===== config.mk =====
export PLATFORM = sky130hd
export DESIGN_NAME = murmur2_hash_32_core
export DESIGN_NICKNAME = d
export VERILOG_FILES = /design/src/design/mh2_pkg.sv /design/src/design/mh2_front.sv /design/src/design/mh2_queue.sv /design/src/design/mh2_back.sv /design/src/design/murmur2_hash_32_core.sv
export SDC_FILE = /design/constraint.sdc
export NUM_CORES = 2
export LEC_CHECK = 0
export ABC_AREA = 1
export BUFFER_PORTS_ARGS = -buffer_cell sky130_fd_sc_hd__buf_2
export CORE_MARGIN = 10
export CORE_UTILIZATION = 40
export DETAILED_ROUTE_END_ITERATION = 16
export PLACE_DENSITY = 0.53
export SLEW_MARGIN = 40
export SYNTH_ARGS = -nofsm -noshare
export SYNTH_HDL_FRONTEND = slang
export SYNTH_SLANG_ARGS = --single-unit
export TNS_END_PERCENT = 30

===== constraint.sdc =====
create_clock -name clock -period 22.6 [get_ports clock]
set_input_delay 6.78 -clock clock [delete_from_list [all_inputs] [get_ports clock]]
set_output_delay 6.78 -clock clock [all_outputs]
set_load 0.05 [all_outputs]

===== src/design/mh2_pkg.sv =====
`timescale 1ns / 1ps
// shared types, constants and helpers for the murmur2 32-bit hash core
// no dependencies
package mh2_pkg;

   localparam logic [31:0] MIX_MULT    = 32'h5bd1e995;
   localparam int          MIX_SHIFT   = 24;
   localparam int          FIN_SHIFT_A = 13;
   localparam int          FIN_SHIFT_B = 15;

   localparam int QUEUE_DEPTH = 2;
   localparam int QUEUE_IDX_W = $clog2(QUEUE_DEPTH);
   localparam int QUEUE_CNT_W = $clog2(QUEUE_DEPTH + 1);

   typedef enum logic [1:0] {
      OP_NONE,
      OP_FULL,
      OP_TAIL
   } op_kind_type;

   typedef struct packed {
      op_kind_type kind;
      logic [31:0] word;
      logic [30:0] total_length;
      logic        first_item;
      logic        last_item;
   } work_item_type;

   typedef enum logic [2:0] {
      ST_IDLE,
      ST_MIX,
      ST_COMBINE,
      ST_FINAL,
      ST_EMIT
   } back_state_type;

   function automatic logic [31:0] mul_mix(input logic [31:0] a);
      logic [31:0] p;
      p = a * MIX_MULT;
      return p;
   endfunction

endpackage


===== src/design/mh2_front.sv =====
`timescale 1ns / 1ps
// front end: takes requests, sorts them into full word, tail or empty, masks tail bytes
// depends on mh2_pkg
module mh2_front (
   input  logic                  clock,
   input  logic                  reset,
   input  logic                  req_valid,
   output logic                  req_stall,
   input  logic [31:0]           req_data_word,
   input  logic [2:0]            req_byte_count,
   input  logic [30:0]           req_total_length,
   input  logic                  req_first_item,
   input  logic                  req_last_item,
   output logic                  item_valid,
   input  logic                  item_ready,
   output mh2_pkg::work_item_type item_data
);
   import mh2_pkg::*;

   logic          valid_ff, valid_in;
   work_item_type item_ff, item_in;
   logic          accept;

   assign req_stall  = valid_ff && !item_ready;
   assign accept     = req_valid && !req_stall;
   assign item_valid = valid_ff;
   assign item_data  = item_ff;

   always_comb begin
      item_in = item_ff;
      valid_in = valid_ff && !item_ready;
      if (accept) begin
         valid_in = 1'b1;
         item_in.total_length = req_total_length;
         item_in.first_item   = req_first_item;
         item_in.last_item    = req_last_item;
         item_in.word         = req_data_word;
         priority case (1'b1)
            req_byte_count == 3'd0: begin
               item_in.kind = OP_NONE;
            end
            req_byte_count >= 3'd4: begin
               item_in.kind = OP_FULL;
            end
            default: begin
               item_in.kind = OP_TAIL;
               // keep only the valid low bytes of the tail
               unique case (req_byte_count[1:0])
                  2'd1:    item_in.word = req_data_word & 32'h0000_00ff;
                  2'd2:    item_in.word = req_data_word & 32'h0000_ffff;
                  default: item_in.word = req_data_word & 32'h00ff_ffff;
               endcase
            end
         endcase
      end
   end

   always_ff @(posedge clock) begin
      if (reset) begin
         valid_ff <= 1'b0;
      end else begin
         valid_ff <= valid_in;
      end
      item_ff <= item_in;
   end

endmodule


===== src/design/mh2_queue.sv =====
`timescale 1ns / 1ps
// small fifo of classified work items between front and back
// depends on mh2_pkg
module mh2_queue (
   input  logic                   clock,
   input  logic                   reset,
   input  logic                   push,
   output logic                   push_ready,
   input  mh2_pkg::work_item_type push_data,
   output logic                   pop_valid,
   input  logic                   pop,
   output mh2_pkg::work_item_type pop_data
);
   import mh2_pkg::*;

   work_item_type             slot_ff [QUEUE_DEPTH];
   logic [QUEUE_IDX_W-1:0]    wr_ptr_ff, wr_ptr_in;
   logic [QUEUE_IDX_W-1:0]    rd_ptr_ff, rd_ptr_in;
   logic [QUEUE_CNT_W-1:0]    count_ff, count_in;
   logic                      do_push, do_pop;

   assign push_ready = count_ff != QUEUE_CNT_W'(QUEUE_DEPTH);
   assign pop_valid  = count_ff != '0;
   assign pop_data   = slot_ff[rd_ptr_ff];
   assign do_push    = push && push_ready;
   assign do_pop     = pop && pop_valid;

   always_comb begin
      wr_ptr_in = wr_ptr_ff;
      rd_ptr_in = rd_ptr_ff;
      count_in  = count_ff;
      if (do_push) begin
         wr_ptr_in = (wr_ptr_ff == QUEUE_IDX_W'(QUEUE_DEPTH - 1)) ? '0
                                                                   : wr_ptr_ff + 1'b1;
      end
      if (do_pop) begin
         rd_ptr_in = (rd_ptr_ff == QUEUE_IDX_W'(QUEUE_DEPTH - 1)) ? '0
                                                                   : rd_ptr_ff + 1'b1;
      end
      if (do_push && !do_pop) begin
         count_in = count_ff + QUEUE_CNT_W'(1);
      end else if (do_pop && !do_push) begin
         count_in = count_ff - QUEUE_CNT_W'(1);
      end
   end

   always_ff @(posedge clock) begin
      if (reset) begin
         wr_ptr_ff <= '0;
         rd_ptr_ff <= '0;
         count_ff  <= '0;
      end else begin
         wr_ptr_ff <= wr_ptr_in;
         rd_ptr_ff <= rd_ptr_in;
         count_ff  <= count_in;
      end
      if (do_push) begin
         slot_ff[wr_ptr_ff] <= push_data;
      end
   end

endmodule


===== src/design/mh2_back.sv =====
`timescale 1ns / 1ps
// back end: running hash update, finalization and result register
// depends on mh2_pkg
module mh2_back (
   input  logic                   clock,
   input  logic                   reset,
   input  logic [31:0]            hash_seed,
   input  logic                   item_valid,
   output logic                   item_pop,
   input  mh2_pkg::work_item_type item_data,
   output logic                   rsp_valid,
   input  logic                   rsp_stall,
   output logic [31:0]            rsp_hash_value
);
   import mh2_pkg::*;

   back_state_type state_ff, state_in;
   logic [31:0]    hash_ff, hash_in;
   logic [31:0]    work_ff, work_in;
   logic           last_ff, last_in;
   logic           rsp_valid_ff, rsp_valid_in;
   logic [31:0]    rsp_hash_ff, rsp_hash_in;
   logic [31:0]    start_hash;

   assign rsp_valid      = rsp_valid_ff;
   assign rsp_hash_value = rsp_hash_ff;

   assign start_hash = item_data.first_item ? (hash_seed ^ {1'b0, item_data.total_length})
                                            : hash_ff;

   always_comb begin
      state_in     = state_ff;
      hash_in      = hash_ff;
      work_in      = work_ff;
      last_in      = last_ff;
      rsp_valid_in = rsp_valid_ff && rsp_stall;
      rsp_hash_in  = rsp_hash_ff;
      item_pop     = 1'b0;
      unique case (state_ff)
         ST_IDLE: begin
            if (item_valid) begin
               item_pop = 1'b1;
               last_in  = item_data.last_item;
               unique case (item_data.kind)
                  OP_FULL: begin
                     hash_in  = start_hash;
                     work_in  = mul_mix(item_data.word);
                     state_in = ST_MIX;
                  end
                  OP_TAIL: begin
                     hash_in  = mul_mix(start_hash ^ item_data.word);
                     state_in = item_data.last_item ? ST_FINAL : ST_IDLE;
                  end
                  default: begin
                     hash_in  = start_hash;
                     state_in = item_data.last_item ? ST_FINAL : ST_IDLE;
                  end
               endcase
            end
         end
         ST_MIX: begin
            // word mix second half and hash multiply run side by side
            work_in  = mul_mix(work_ff ^ (work_ff >> MIX_SHIFT));
            hash_in  = mul_mix(hash_ff);
            state_in = ST_COMBINE;
         end
         ST_COMBINE: begin
            hash_in  = hash_ff ^ work_ff;
            state_in = last_ff ? ST_FINAL : ST_IDLE;
         end
         ST_FINAL: begin
            work_in  = mul_mix(hash_ff ^ (hash_ff >> FIN_SHIFT_A));
            state_in = ST_EMIT;
         end
         ST_EMIT: begin
            if (!rsp_valid_ff || !rsp_stall) begin
               rsp_valid_in = 1'b1;
               rsp_hash_in  = work_ff ^ (work_ff >> FIN_SHIFT_B);
               state_in     = ST_IDLE;
            end
         end
         default: begin
            state_in = ST_IDLE;
         end
      endcase
   end

   always_ff @(posedge clock) begin
      if (reset) begin
         state_ff     <= ST_IDLE;
         hash_ff      <= '0;
         rsp_valid_ff <= 1'b0;
      end else begin
         state_ff     <= state_in;
         hash_ff      <= hash_in;
         rsp_valid_ff <= rsp_valid_in;
      end
      work_ff     <= work_in;
      last_ff     <= last_in;
      rsp_hash_ff <= rsp_hash_in;
   end

endmodule


===== src/design/murmur2_hash_32_core.sv =====
`timescale 1ns / 1ps
// top level of the murmur2 32-bit hash core: seed register, front, queue, back
// depends on mh2_pkg, mh2_front, mh2_queue, mh2_back
// Computes 32-bit MurmurHash2 over a message sent as little-endian words, one request
// per word. A request with first_item restarts the hash from seed xor total_length; full
// words go through word multiply, mix multiply with hash multiply, and combine in the
// back end, a tail or empty word is folded in directly, and a last request adds finalization
// before the hash shows on rsp_. The back end takes a new word only from its idle state.
// The front register and a two-entry queue let requests keep flowing while the back end
// works or the response waits. csr_ writes the seed; write it only while the core is idle.
module murmur2_hash_32_core (
   input  logic        clock,
   input  logic        reset,
   input  logic        csr_valid,
   output logic        csr_ready,
   input  logic [31:0] csr_hash_seed,
   input  logic        req_valid,
   output logic        req_stall,
   input  logic [31:0] req_data_word,
   input  logic [2:0]  req_byte_count,
   input  logic [30:0] req_total_length,
   input  logic        req_first_item,
   input  logic        req_last_item,
   output logic        rsp_valid,
   input  logic        rsp_stall,
   output logic [31:0] rsp_hash_value
);
   import mh2_pkg::*;

   logic [31:0]   hash_seed_ff, hash_seed_in;
   logic          front_valid, queue_ready;
   work_item_type front_item;
   logic          queue_valid, queue_pop;
   work_item_type queue_item;

   assign csr_ready    = 1'b1;
   assign hash_seed_in = (csr_valid && csr_ready) ? csr_hash_seed : hash_seed_ff;

   always_ff @(posedge clock) begin
      if (reset) begin
         hash_seed_ff <= '0;
      end else begin
         hash_seed_ff <= hash_seed_in;
      end
   end

   mh2_front u_front (
      .clock            (clock),
      .reset            (reset),
      .req_valid        (req_valid),
      .req_stall        (req_stall),
      .req_data_word    (req_data_word),
      .req_byte_count   (req_byte_count),
      .req_total_length (req_total_length),
      .req_first_item   (req_first_item),
      .req_last_item    (req_last_item),
      .item_valid       (front_valid),
      .item_ready       (queue_ready),
      .item_data        (front_item)
   );

   mh2_queue u_queue (
      .clock      (clock),
      .reset      (reset),
      .push       (front_valid),
      .push_ready (queue_ready),
      .push_data  (front_item),
      .pop_valid  (queue_valid),
      .pop        (queue_pop),
      .pop_data   (queue_item)
   );

   mh2_back u_back (
      .clock          (clock),
      .reset          (reset),
      .hash_seed      (hash_seed_ff),
      .item_valid     (queue_valid),
      .item_pop       (queue_pop),
      .item_data      (queue_item),
      .rsp_valid      (rsp_valid),
      .rsp_stall      (rsp_stall),
      .rsp_hash_value (rsp_hash_value)
   );

endmodule


==> key figures <==
Flow run
  – Max Cap Viol: 0

Global routing
  – Vias in the first global route: 44,200
  – Initial antenna violation count: 8
  – Total grt overflow: 0
  – Largest net degree at the start of global routing: 69
  – First-pass GRT wire length: 283,000 um
  – GRT Util Overall: 23.1%

Floorplan
  – Initial Util: 40.4%
  – Core Area: 0.146 mm2
  – Die W: 404 um
  – Die ar.: 0.163 mm2
  – Die H: 404 um
  – Row cnt: 140
  – I/O pin count: 140

STA
  – Hold_ws: 0.440 ns
  – Final setup viols: 0
  – Final Cycle Share: 41.0%
  – Tmin final: 9.27 ns
  – Slew Limit Headroom: 42.8%
  – Least-Margin Pin Slew: 0.849 ns
  – Skew final: 0.0696 ns
  – Sum Neg Setup Slack: 0 ns
  – PnR worst setup slack: 13.33 ns
  – RSZ-0062 raised after global routing: false
  – Fin. Hold Viols: 0
  – Count of pins over their slew limit: 0
  – Max Fclk: 108 MHz

Critical path
  – Crit Path Class: reg -> reg
  – Setup crit end kind: flip-flop
  – CP max stage cell: xor2_1
  – Setup crit start kind: flip-flop
  – Worst path arrival time: 9.81 ns
  – CP required: 23.14 ns
  – Crit path max fanout: 59
  – Critical path's largest stage delay: 0.80 ns

Placement
  – Post-DP HPWL: 158,000 um
  – Final RePlAce weighted congestion: 0.968
  – Pre-CTS setup slack: 13.27 ns
  – Buffers added on ports: 138

Detailed routing
  – Vias: 41,900
  – Final WL: 188,000 um
  – DRT Pass-1 Iters: 5
  – Avg WL per Cell: 22.2 um
  – Drc violations: 0
  – DRT antenna net count: 0
  – Routed vias/inst: 4.94
  – Drt first-iter violations: 2,909

Clock tree
  – Root buffer cell: clkbuf_16
  – Post CTS Setup Buffer Count: 0
  – Clk sinks: 340
  – Post-CTS sizing: 0
  – CTS tree: built
  – CTS H-Tree Depth: 2
  – Clk slew on worst S/H paths: 0.08 ns
  – CTS buffer count: 37
  – CTS Buffer Depth: 3
  – Worst skew pair latency: 0.62 ns
  – Cts hold-fix bufs: 0

Synth
  – Mean area per synthesized cell: 9.31 um2
  – YS warnings: 0
  – Synthesis-stage register bit count: 340
  – Synthesized area: 0.0590 mm2
  – Synthesized Nets: 8,388
  – Main synth FF type: edfxtp_1
  – Seq/Total Area, Yosys: 16.0%
  – Cells after Synth: 6,342
  – Number of synthesized flops with an enable pin: 266
  – Post-synth cell types: 59
  – Fraction of registers with async set or reset after synthesis: 0%

Final layout
  – Most frequent cells in the layout: 1,933 x inv_1, 1,049 x ha_1, 892 x fa_1
  – Area taken by multi-input logic gates: 0.0420 mm2
  – Layout cells sized above 1: 5.68%
  – Register area: 0.00947 mm2
  – Fin nets: 8,583
  – Leading cell type in the layout, fill and taps excluded: inv_1
  – Area grow syn2layout: 7.94%
  – Fillers: 14,500

Worst hold path
  – Worst min path class: reg -> reg

Status
  – Status: completed
==> critical path: cells and delay by family, from the launching register on <==
family          cells  cell delay [ns]
xor+xnor            1             0.80
flops               1             0.77
simple gates        7             1.38
buf+inv             8             1.54
fa+ha+maj           9             3.85
compound gates      6             0.91
==> per-layer routing <==
layer	vias up	wire [um]	global-route usage [%]
li1	19900	-	-
met1	20600	85800	32.2
met2	1208	84300	37.0
met3	227	11400	3.45
met4	4	6650	6.66
met5	-	25	0
==> final cells by class <==
| class | count | share of cell area, % |
|---|---|---|
| antenna | 2 | 0.00785 |
| tap | 1917 | 3.76 |
| sequential | 340 | 14.9 |
| timing repair buffer | 225 | 2.14 |
| inverter | 1946 | 11.5 |
| multi-input combinational | 3987 | 65.9 |
| clock buffer | 46 | 1.55 |
| clock inverter | 20 | 0.265 |
==> sequential cells by signal, indices dropped and copies added (netlist names), named ones only <==
register and flops:
u_queue.slot_ff 134, u_front.item_data 67, hash_seed_ff 32, u_back.hash_ff 32
u_back.rsp_hash_value 32, u_back.work_ff 32, u_back.state_ff 3, u_queue.count_ff 2
u_back.last_ff 1, u_back.rsp_valid 1, u_front.item_valid 1, u_queue.rd_ptr_ff 1
u_queue.wr_ptr_ff 1
==> synth_stat cells, types with 26 or more instances <==
cell | count | share of area (%)
ha_1 | 1049 | 22
dfxtp_1 | 74 | 2.5
o21bai_1 | 26 | 0.33
inv_1 | 1938 | 12
or2_2 | 48 | 0.51
nand2_1 | 636 | 4.0
o21ai_0 | 235 | 2.0
fa_1 | 892 | 30
nand3_1 | 138 | 1.2
nor2_1 | 186 | 1.2
clkbuf_1 | 50 | 0.32
xnor2_1 | 148 | 2.2
a21oi_1 | 255 | 2.2
edfxtp_1 | 266 | 14
xor2_1 | 153 | 2.3
a31oi_1 | 41 | 0.43
==> cells by family (layout without fill, tap and decap cells) <==
logic type | after synthesis | after routing | share of synthesized area, %
buffers and inverters | 2015 | 2237 | 12.9
adders and majority gates | 1941 | 1941 | 52.5
and+or+nand+nor | 1068 | 1068 | 7.53
AOI/OAI and AO/OA | 667 | 667 | 6.37
DFF | 340 | 340 | 16.0
xor gates and xnor gates | 306 | 306 | 4.61
muxes | 4 | 4 | 0.0678
other | 1 | 3 | 0.00635
==> path summary, 6_finish.rpt <==
kind	start	endpoint	slack, ns	depth (start not counted)
hold reg to reg	u_front.item_data[11]	u_queue.slot_ff[0][11]	0.44	0
hold / removal	u_front.item_data[11]	u_queue.slot_ff[0][11]	0.44	0
setup reg to reg	flip-flop	u_back.hash_ff[29]	13.33	31
setup / recovery	flip-flop	u_back.hash_ff[29]	13.33	31
==> stage by stage <==
stage / utilization, % / area (um2) / std cells
2_1_floorplan: - / 59000 / 6342
3_3_place_gp: 42.8 / 62500 / 8412
3_5_place_dp: 42.8 / 62600 / 8415
4_1_cts: 43.6 / 63700 / 8481
5_1_grt: 43.6 / 63700 / 8482
6_report: 43.6 / 63700 / 8483
Power is left out: the tool's default activity adds up to more than one toggle a clock period on the data nets, which glitch-free logic cannot reach.
